`src/sv/positional_list_store_defines.svh`:
```
// ----------------------------------------------------------------------------
// positional list store assertion macros
// shared check macros for the positional list store, clocked on i_clk and
// held off while i_rst_n is low
// ----------------------------------------------------------------------------
`ifndef POSITIONAL_LIST_STORE_DEFINES_SVH
`define POSITIONAL_LIST_STORE_DEFINES_SVH

// condition holds at every clock edge out of reset
`define PLS_ASSERT_ALWAYS(label, cond) \
    label: assert property (@(posedge i_clk) disable iff (!i_rst_n) (cond)) \
        else $error("positional_list_store: check failed");

// consequent holds in the same cycle as the antecedent
`define PLS_ASSERT_IMPL(label, ante, cons) \
    label: assert property (@(posedge i_clk) disable iff (!i_rst_n) (ante) |-> (cons)) \
        else $error("positional_list_store: implication failed");

`endif

```
`src/sv/pls_pkg.sv`:
```
// ----------------------------------------------------------------------------
// pls_pkg
// word types, operation codes and status codes of the positional list store
// ----------------------------------------------------------------------------
package pls_pkg;

    // operation codes
    localparam logic [2:0] OP_INS_POS  = 3'd0;
    localparam logic [2:0] OP_INS_HEAD = 3'd1;
    localparam logic [2:0] OP_INS_TAIL = 3'd2;
    localparam logic [2:0] OP_DEL_POS  = 3'd3;
    localparam logic [2:0] OP_DEL_HEAD = 3'd4;
    localparam logic [2:0] OP_DEL_TAIL = 3'd5;
    localparam logic [2:0] OP_SEARCH   = 3'd6;

    // status codes
    localparam logic [2:0] ST_OK    = 3'd0;
    localparam logic [2:0] ST_EMPTY = 3'd1;
    localparam logic [2:0] ST_RANGE = 3'd2;
    localparam logic [2:0] ST_FULL  = 3'd3;
    localparam logic [2:0] ST_MISS  = 3'd4;

    typedef struct packed {
        logic [2:0]         operation;
        logic [6:0]         position;
        logic signed [31:0] value;
    } t_list_in;

    typedef struct packed {
        logic [2:0] status;
        logic [6:0] found_position;
        logic [6:0] entry_count;
    } t_list_out;

endpackage

```
`src/sv/positional_list_store.sv`:
```
// ----------------------------------------------------------------------------
// positional_list_store
// ordered list of up to DEPTH values with positional insert, delete and
// key search, one entry moved or compared per cycle
// ----------------------------------------------------------------------------
// Usage:
//   Input channel i_in_valid / o_in_ready carries a t_list_in word (operation,
//   1-based position, value). Output channel o_out_valid / i_out_ready carries
//   one t_list_out word per input word: status, found position, entry count.
//   Entries live in a single memory with one write and one registered read
//   port; a small sequencer walks it one slot per cycle. A positional insert
//   moves count-pos+1 entries, a delete count-pos entries, a search reads up
//   to count entries, stopping at the first hit. An error or the unused code
//   goes straight to the result state. o_in_ready is high only while the
//   sequencer is idle, from the cycle after the result is registered, so a
//   new word is accepted only once the last one has its result. The result
//   sits in an output register, so the next word is accepted while a result
//   waits; a finished item holds in its last state while the receiver stalls.
//   Synchronous reset empties the list (count to zero) and drops any pending
//   result; the entry memory is not cleared, since only slots below the count
//   are ever read.
// ----------------------------------------------------------------------------
`include "positional_list_store_defines.svh"

module positional_list_store
    import pls_pkg::*;
#(
    parameter int DEPTH       = 64,
    parameter int VALUE_WIDTH = 32
) (
    input  logic      i_clk,
    input  logic      i_rst_n,
    input  logic      i_in_valid,
    output logic      o_in_ready,
    input  t_list_in  i_in_data,
    output logic      o_out_valid,
    input  logic      i_out_ready,
    output t_list_out o_out_data
);

    localparam int AW = (DEPTH > 1) ? $clog2(DEPTH) : 1;
    localparam int CW = $clog2(DEPTH + 1);
    localparam int PW = ((CW > 7) ? CW : 7) + 1;
    localparam logic [CW-1:0] CNT_FULL = CW'(DEPTH);
    localparam logic [CW-1:0] CNT_ONE  = CW'(1);
    localparam logic [PW-1:0] EXT_ONE  = PW'(1);

    typedef enum logic [1:0] {S_IDLE, S_MOVE, S_SEARCH, S_DONE} t_state;

    // entry memory
    logic [VALUE_WIDTH-1:0] mem [DEPTH];
    logic [VALUE_WIDTH-1:0] r_rd_data;

    t_state                 r_state, n_state;
    logic [CW-1:0]          r_count, n_count;
    logic [AW-1:0]          r_ptr, n_ptr;
    logic [CW-1:0]          r_left, n_left;
    logic                   r_pend, n_pend;
    logic [AW-1:0]          r_ra, n_ra;
    logic [AW-1:0]          r_idx, n_idx;
    logic [VALUE_WIDTH-1:0] r_val, n_val;
    logic                   r_ins, n_ins;
    logic [2:0]             r_status, n_status;
    logic [6:0]             r_found, n_found;
    t_list_out              r_out, n_out;
    logic                   r_out_valid, n_out_valid;

    logic                   w_in_fire;
    logic [63:0]            w_val64;
    logic [PW-1:0]          w_cnt_ext;
    logic [PW-1:0]          w_pos_ext;
    logic                   w_full;
    logic                   w_we;
    logic [AW-1:0]          w_waddr;
    logic [VALUE_WIDTH-1:0] w_wdata;
    logic [AW-1:0]          w_raddr;
    logic [PW-1:0]          w_found_ext;

    // decode results
    logic [2:0]             d_status;
    logic                   d_move;
    logic                   d_search;
    logic                   d_ins;
    logic [PW-1:0]          d_idx;
    logic [PW-1:0]          d_left_ins;
    logic [PW-1:0]          d_left_del;
    logic [PW-1:0]          d_ptr_del;

    assign o_in_ready  = (r_state == S_IDLE);
    assign w_in_fire   = i_in_valid && o_in_ready;
    assign o_out_valid = r_out_valid;
    assign o_out_data  = r_out;

    assign w_val64     = {32'b0, i_in_data.value};
    assign w_cnt_ext   = {{(PW-CW){1'b0}}, r_count};
    assign w_pos_ext   = {{(PW-7){1'b0}}, i_in_data.position};
    assign w_full      = (r_count == CNT_FULL);
    assign w_found_ext = {{(PW-AW){1'b0}}, r_ra} + EXT_ONE;

    assign d_left_ins  = w_cnt_ext - d_idx;
    assign d_left_del  = w_cnt_ext - EXT_ONE - d_idx;
    assign d_ptr_del   = d_idx + EXT_ONE;

    always_comb begin
        d_status = ST_OK;
        d_move   = 1'b0;
        d_search = 1'b0;
        d_ins    = 1'b0;
        d_idx    = '0;
        unique case (i_in_data.operation) inside
            OP_INS_POS, OP_INS_HEAD, OP_INS_TAIL: begin
                if (i_in_data.operation == OP_INS_POS) begin
                    d_idx = w_pos_ext - EXT_ONE;
                end else if (i_in_data.operation == OP_INS_TAIL) begin
                    d_idx = w_cnt_ext;
                end
                // range check comes before the full check
                if ((i_in_data.operation == OP_INS_POS) &&
                    ((w_pos_ext == '0) || (w_pos_ext > w_cnt_ext + EXT_ONE))) begin
                    d_status = ST_RANGE;
                end else if (w_full) begin
                    d_status = ST_FULL;
                end else begin
                    d_move = 1'b1;
                    d_ins  = 1'b1;
                end
            end
            OP_DEL_POS, OP_DEL_HEAD, OP_DEL_TAIL: begin
                if (i_in_data.operation == OP_DEL_POS) begin
                    d_idx = w_pos_ext - EXT_ONE;
                end else if (i_in_data.operation == OP_DEL_TAIL) begin
                    d_idx = w_cnt_ext - EXT_ONE;
                end
                if (r_count == '0) begin
                    d_status = ST_EMPTY;
                end else if ((i_in_data.operation == OP_DEL_POS) &&
                             ((w_pos_ext == '0) || (w_pos_ext > w_cnt_ext))) begin
                    d_status = ST_RANGE;
                end else begin
                    d_move = 1'b1;
                end
            end
            OP_SEARCH: begin
                if (r_count == '0) begin
                    d_status = ST_EMPTY;
                end else begin
                    d_search = 1'b1;
                end
            end
            default: begin
            end
        endcase
    end

    // sequencer
    always_comb begin
        n_state     = r_state;
        n_count     = r_count;
        n_ptr       = r_ptr;
        n_left      = r_left;
        n_pend      = 1'b0;
        n_ra        = r_ptr;
        n_idx       = r_idx;
        n_val       = r_val;
        n_ins       = r_ins;
        n_status    = r_status;
        n_found     = r_found;
        n_out       = r_out;
        n_out_valid = r_out_valid;
        w_we        = 1'b0;
        w_waddr     = r_idx;
        w_wdata     = r_val;
        w_raddr     = r_ptr;

        if (r_out_valid && i_out_ready) begin
            n_out_valid = 1'b0;
        end

        unique case (r_state) inside
            S_IDLE: begin
                if (w_in_fire) begin
                    n_status = d_status;
                    n_found  = '0;
                    n_val    = w_val64[VALUE_WIDTH-1:0];
                    n_ins    = d_ins;
                    n_idx    = d_idx[AW-1:0];
                    if (d_move && d_ins) begin
                        n_left  = d_left_ins[CW-1:0];
                        n_ptr   = r_count[AW-1:0] - AW'(1);
                        n_count = r_count + CNT_ONE;
                        n_state = S_MOVE;
                    end else if (d_move) begin
                        n_left  = d_left_del[CW-1:0];
                        n_ptr   = d_ptr_del[AW-1:0];
                        n_count = r_count - CNT_ONE;
                        n_state = S_MOVE;
                    end else if (d_search) begin
                        n_left  = r_count;
                        n_ptr   = '0;
                        n_state = S_SEARCH;
                    end else begin
                        n_state = S_DONE;
                    end
                end
            end
            S_MOVE, S_SEARCH: begin
                // issue one read per cycle while entries are left, registered data comes back in the next cycle
                if (r_left != '0) begin
                    n_pend = 1'b1;
                    n_left = r_left - CNT_ONE;
                    n_ptr  = r_ins ? (r_ptr - AW'(1)) : (r_ptr + AW'(1));
                end
                if (r_state == S_MOVE) begin
                    if (r_pend) begin
                        w_we    = 1'b1;
                        w_waddr = r_ins ? (r_ra + AW'(1)) : (r_ra - AW'(1));
                        w_wdata = r_rd_data;
                    end else if (r_left == '0) begin
                        // all moves are written; an insert drops the new value into the open gap
                        w_we    = r_ins;
                        n_state = S_DONE;
                    end
                end else begin
                    if (r_pend && (r_rd_data == r_val)) begin
                        n_status = ST_OK;
                        n_found  = w_found_ext[6:0];
                        n_pend   = 1'b0;
                        n_state  = S_DONE;
                    end else if (!r_pend && (r_left == '0)) begin
                        n_status = ST_MISS;
                        n_state  = S_DONE;
                    end
                end
            end
            S_DONE: begin
                if (!r_out_valid || i_out_ready) begin
                    n_out.status         = r_status;
                    n_out.found_position = r_found;
                    n_out.entry_count    = w_cnt_ext[6:0];
                    n_out_valid          = 1'b1;
                    n_state              = S_IDLE;
                end
            end
            default: begin
                n_state = S_IDLE;
            end
        endcase
    end

    always_ff @(posedge i_clk) begin
        if (!i_rst_n) begin
            r_state     <= S_IDLE;
            r_count     <= '0;
            r_pend      <= 1'b0;
            r_out_valid <= 1'b0;
        end else begin
            r_state     <= n_state;
            r_count     <= n_count;
            r_pend      <= n_pend;
            r_out_valid <= n_out_valid;
        end
        r_ptr    <= n_ptr;
        r_left   <= n_left;
        r_ra     <= n_ra;
        r_idx    <= n_idx;
        r_val    <= n_val;
        r_ins    <= n_ins;
        r_status <= n_status;
        r_found  <= n_found;
        r_out    <= n_out;
    end

    always_ff @(posedge i_clk) begin
        if (w_we) begin
            mem[w_waddr] <= w_wdata;
        end
        r_rd_data <= mem[w_raddr];
    end

    `PLS_ASSERT_ALWAYS(a_count_cap, r_count <= CNT_FULL)
    `PLS_ASSERT_IMPL(a_write_in_move, w_we, r_state == S_MOVE)
    `PLS_ASSERT_IMPL(a_pend_busy, r_pend, (r_state == S_MOVE) || (r_state == S_SEARCH))
    `PLS_ASSERT_IMPL(a_found_ok, r_out_valid, (r_out.found_position == '0) || (r_out.status == ST_OK))

endmodule

```
`config.mk`:
```
export PLATFORM = sky130hd
export DESIGN_NAME = positional_list_store
export DESIGN_NICKNAME = d
export VERILOG_FILES = /design/src/sv/pls_pkg.sv /design/src/sv/positional_list_store.sv
export VERILOG_INCLUDE_DIRS = /design/src /design/src/sv
export SDC_FILE = /design/constraint.sdc
export NUM_CORES = 2
export LEC_CHECK = 0
export ABC_AREA = 1
export BUFFER_PORTS_ARGS = -buffer_cell sky130_fd_sc_hd__buf_2
export CORE_MARGIN = 2
export CORE_UTILIZATION = 49
export CTS_CLUSTER_SIZE = 28
export DETAILED_ROUTE_END_ITERATION = 12
export SLEW_MARGIN = 20
export SYNTH_ARGS = -nofsm -noshare
export SYNTH_HDL_FRONTEND = slang
export SYNTH_SLANG_ARGS = --single-unit
```
`constraint.sdc`:
```
create_clock -name i_clk -period 12.6 [get_ports i_clk]
set_input_delay 0.63 -clock i_clk [delete_from_list [all_inputs] [get_ports i_clk]]
set_output_delay 0.63 -clock i_clk [all_outputs]
set_load 0.01 [all_outputs]
```
==> results.toml <==
[place]
portBuffers = 64
dpl.cell_count = 8943
place.gp.congestion = 0.865
dp_hpwl_um = 140000
place_ws_ns = 7.25

[detailed_routing]
drt_wl_total_um = 257000
wl_per_cell_um = 27.4
via_count = 57562
routed-wl-met2_um = 115000
drtIter0Drc = 7391
route.met3.wl_um = 24800
top_layer_used = "met5"
postRouteAntennaNets = 0
drt_pass1_iterations = 8
remaining_drc_errors = 0
via_per_inst = 6.14
wl_met1_um = 108000

[pwr]
ir_worst_vdd_v = 0.000245
total_power_mw = 23.3
powerDensity_nw_per_um2 = 237
leakagePower_nw = 31.6

[die]
start_util_pct = 49.4
core-area_um2 = 177000
die-area_um2 = 182000
ios = 65
die_x_um = 426
rows = 154
die_y_um = 426

[logic_synthesis]
ys_ff_latch = 2176
synth-main-ff-cell = "edfxtp_1"
yosysUniqueCellTypes = 54
ys_async_sr_fraction_pct = 0
yosysWarningCount = 0
synth.cell_area_um2 = 87300
synth_edf_count = 2127
syn_nets = 6973
synth-seq-area-share_pct = 74.3
synthCells = 6879
avgSynthCellArea_um2 = 12.7

[clocking]
clkTransAtPathRegs_ns = 0.06
clockBufferDepth = 3
cts_tree = "yes"
numCtsBuffers = 218
clkSinkCount = 2176
cts_resized = 0
clk_latency_ns = 0.86
root_buffer = "clkbuf_16"
cts.htree.levels = 4

[timing]
setup_viol = 0
finalCritPeriodShare_pct = 43.8
skew_ns = 0.0294
worst_pin_slew_ns = 1.19
fin_tns_setup_ns = 0
fmax_mhz = 181
drv_slew = 0
fin_ws_ns = 7.08
hold_viol_final = 0
rsz0062_at_grt = "no"
fin_crit_ns = 5.52
maxSlewHeadroom_pct = 20.2

[layout]
final_util_pct = 55.4
layout-drive-gt1-share_pct = 8.69
nets = 6951
final_cells = 9377
area_delta_synth_final_pct = 12.2

[global_route]
antenna_found_initial = 12
track_usage_pct = 27.9
grt_max_degree = 232
grt_pass1_wl_um = 371000
grt_overflow_total = 0
grt_pass1_vias = 53756

[worst_setup_path]
worstPathArrival_ns = 6.03
rrSetupSlack_ns = 7.08
required_ns = 13.11
r2r_start = "r_state[0]"
slowest_delay_ns = 0.88
cp_max_fo = 49
crit_start = "r_state[0]"
end_kind = "register"
path_cells = "inv_1 > ha_1 > nand2_4 > nor2_8 > buf_4 > inv_1 > o21ai_1 > inv_2 > nor2_1 > nand3_2 > nor2_4 > buf_4"
worst-path-buf-inv = 5
startpoint_type = "register"
critPathTopFamily = "simple AND/OR/NAND/NOR gates"
critPathKind = "reg -> reg"
cp_slowest_cell = "nor2_4"

[job]
cap_violations = 0

[status]
run_status = "finished clean"

[hold_path]
min_path_type = "in -> reg"
min_from = "i_rst_n"
-- layout by cell type (no fill, tap or decap), types with 30 or more instances in the layout --
cell type      netlist  layout
buf_2              133      64
buf_4               20      96
a21oi_1             55      54
ha_1                44      44
clkbuf_1           282      74
clkinv_1             0      37
inv_1              111     108
dlygate4sd3_1        0      30
o21ai_0           1224    1211
o21ai_1             80      81
nor2_4               0      64
nor2_1            1359    1295
dfxtp_1             49      49
o22ai_1            592     592
xnor2_1             31      31
nand3_1            112     112
nand2_1            490     470
clkbuf_16            0     219
edfxtp_1          2127    2127
-- logic make-up after synthesis --
group                    Yosys count  share of synthesized area [%]
flip-flops                      2176                           74.3
buffers and inverters            580                           2.87
multiplexers                       1                         0.0115
AO/OA/AOI/OAI                   1996                           12.5
AND/OR/NAND/NOR                 2020                           9.07
XOR/XNOR                          58                          0.582
adder cells (fa/ha/maj)           48                          0.722
-- final cells by class --
| cell class | count | area (µm²) |
|---|---|---|
| Fill cell | 14299 | 78800 |
| Sequential cell | 2176 | 64900 |
| Multi-Input combinational cell | 4123 | 20700 |
| Clock buffer | 297 | 5810 |
| Tap cell | 2340 | 2930 |
| Timing Repair Buffer | 221 | 2060 |
| Clock inverter | 101 | 1060 |
| Inverter | 117 | 485 |
| Antenna cell | 2 | 5.00 |
-- worst min-delay path, cell delays in order --
cell     delay (ns)
buf_2          0.17
nand2_1        0.08
nor2_1         0.03
-- where the power goes --
part | switching [mW] | internal (mW) | leakage, nW | total, mW
clock | 2.73 | 3.59 | 3.34 | 6.32
combinational | 6.23 | 2.02 | 8.74 | 8.25
sequential | 0.154 | 8.53 | 19.6 | 8.68
-- routing by layer --
metal	vias to the layer above	track usage (%)
met5	-	0
met4	10	10.1
met3	428	5.24
met2	2751	41.8
met1	29042	40.9
li1	25331	-
-- final timing paths --
path                                 endpoint  cells past startpoint
worst max-delay path              mem[37][27]                     12
worst min-delay path               r_count[1]                      3
worst max register to register    mem[37][27]                     12
worst min register to register  o_out_data[7]                      0
-- Yosys cell counts (2+ instances only) --
cell,n,area [µm²]
a21oi_1,55,275
a31oi_1,7,43.8
buf_1,14,52.6
buf_2,133,666
buf_4,20,150
buf_6,11,124
clkbuf_1,282,1060
clkbuf_2,3,15.0
dfxtp_1,49,981
edfxtp_1,2127,63900
fa_1,4,80.1
ha_1,44,551
inv_1,111,417
inv_2,4,15.0
nand2_1,490,1840
nand2_4,2,22.5
nand3_1,112,561
nand3_2,7,70.1
nand3b_1,2,15.0
nand4_1,16,100
nor2_1,1359,5100
nor2_2,3,18.8
nor3_1,15,75.1
o211ai_1,8,60.1
o21ai_0,1224,6130
o21ai_1,80,400
o21bai_1,2,15.0
o221ai_1,17,149
o22ai_1,592,3700
o31ai_1,2,15.0
or2_2,5,31.3
xnor2_1,31,272
xor2_1,27,236
-- per-stage QoR --
stage | cell area [µm²] | hold slack [ns]
finish | 97900 | 0.0973
global route | 97900 | 0.0687
CTS | 97800 | 0.0303
detailed placement | 90700 | 0.405
global placement | 90200 | 0.403
floorplan | 87300 | 0.346
-- sequential cells by signal, summed over array words and instances, names as in the netlist, 2 cells and up --
name / count
mem: 2048
n_ra: 6
o_out_data: 17
r_count: 7
r_found: 7
r_idx: 6
r_left: 7
r_ra: 6
r_rd_data: 32
r_state: 2
r_status: 3
r_val: 32
-- timing repair --
item | 4_1_cts | 5_1_grt
hold buffers | 30 | 0
setup buffers | 0 | 0
hold endpoints to repair | 30 | 0
Power figures use the tool's default switching activity.
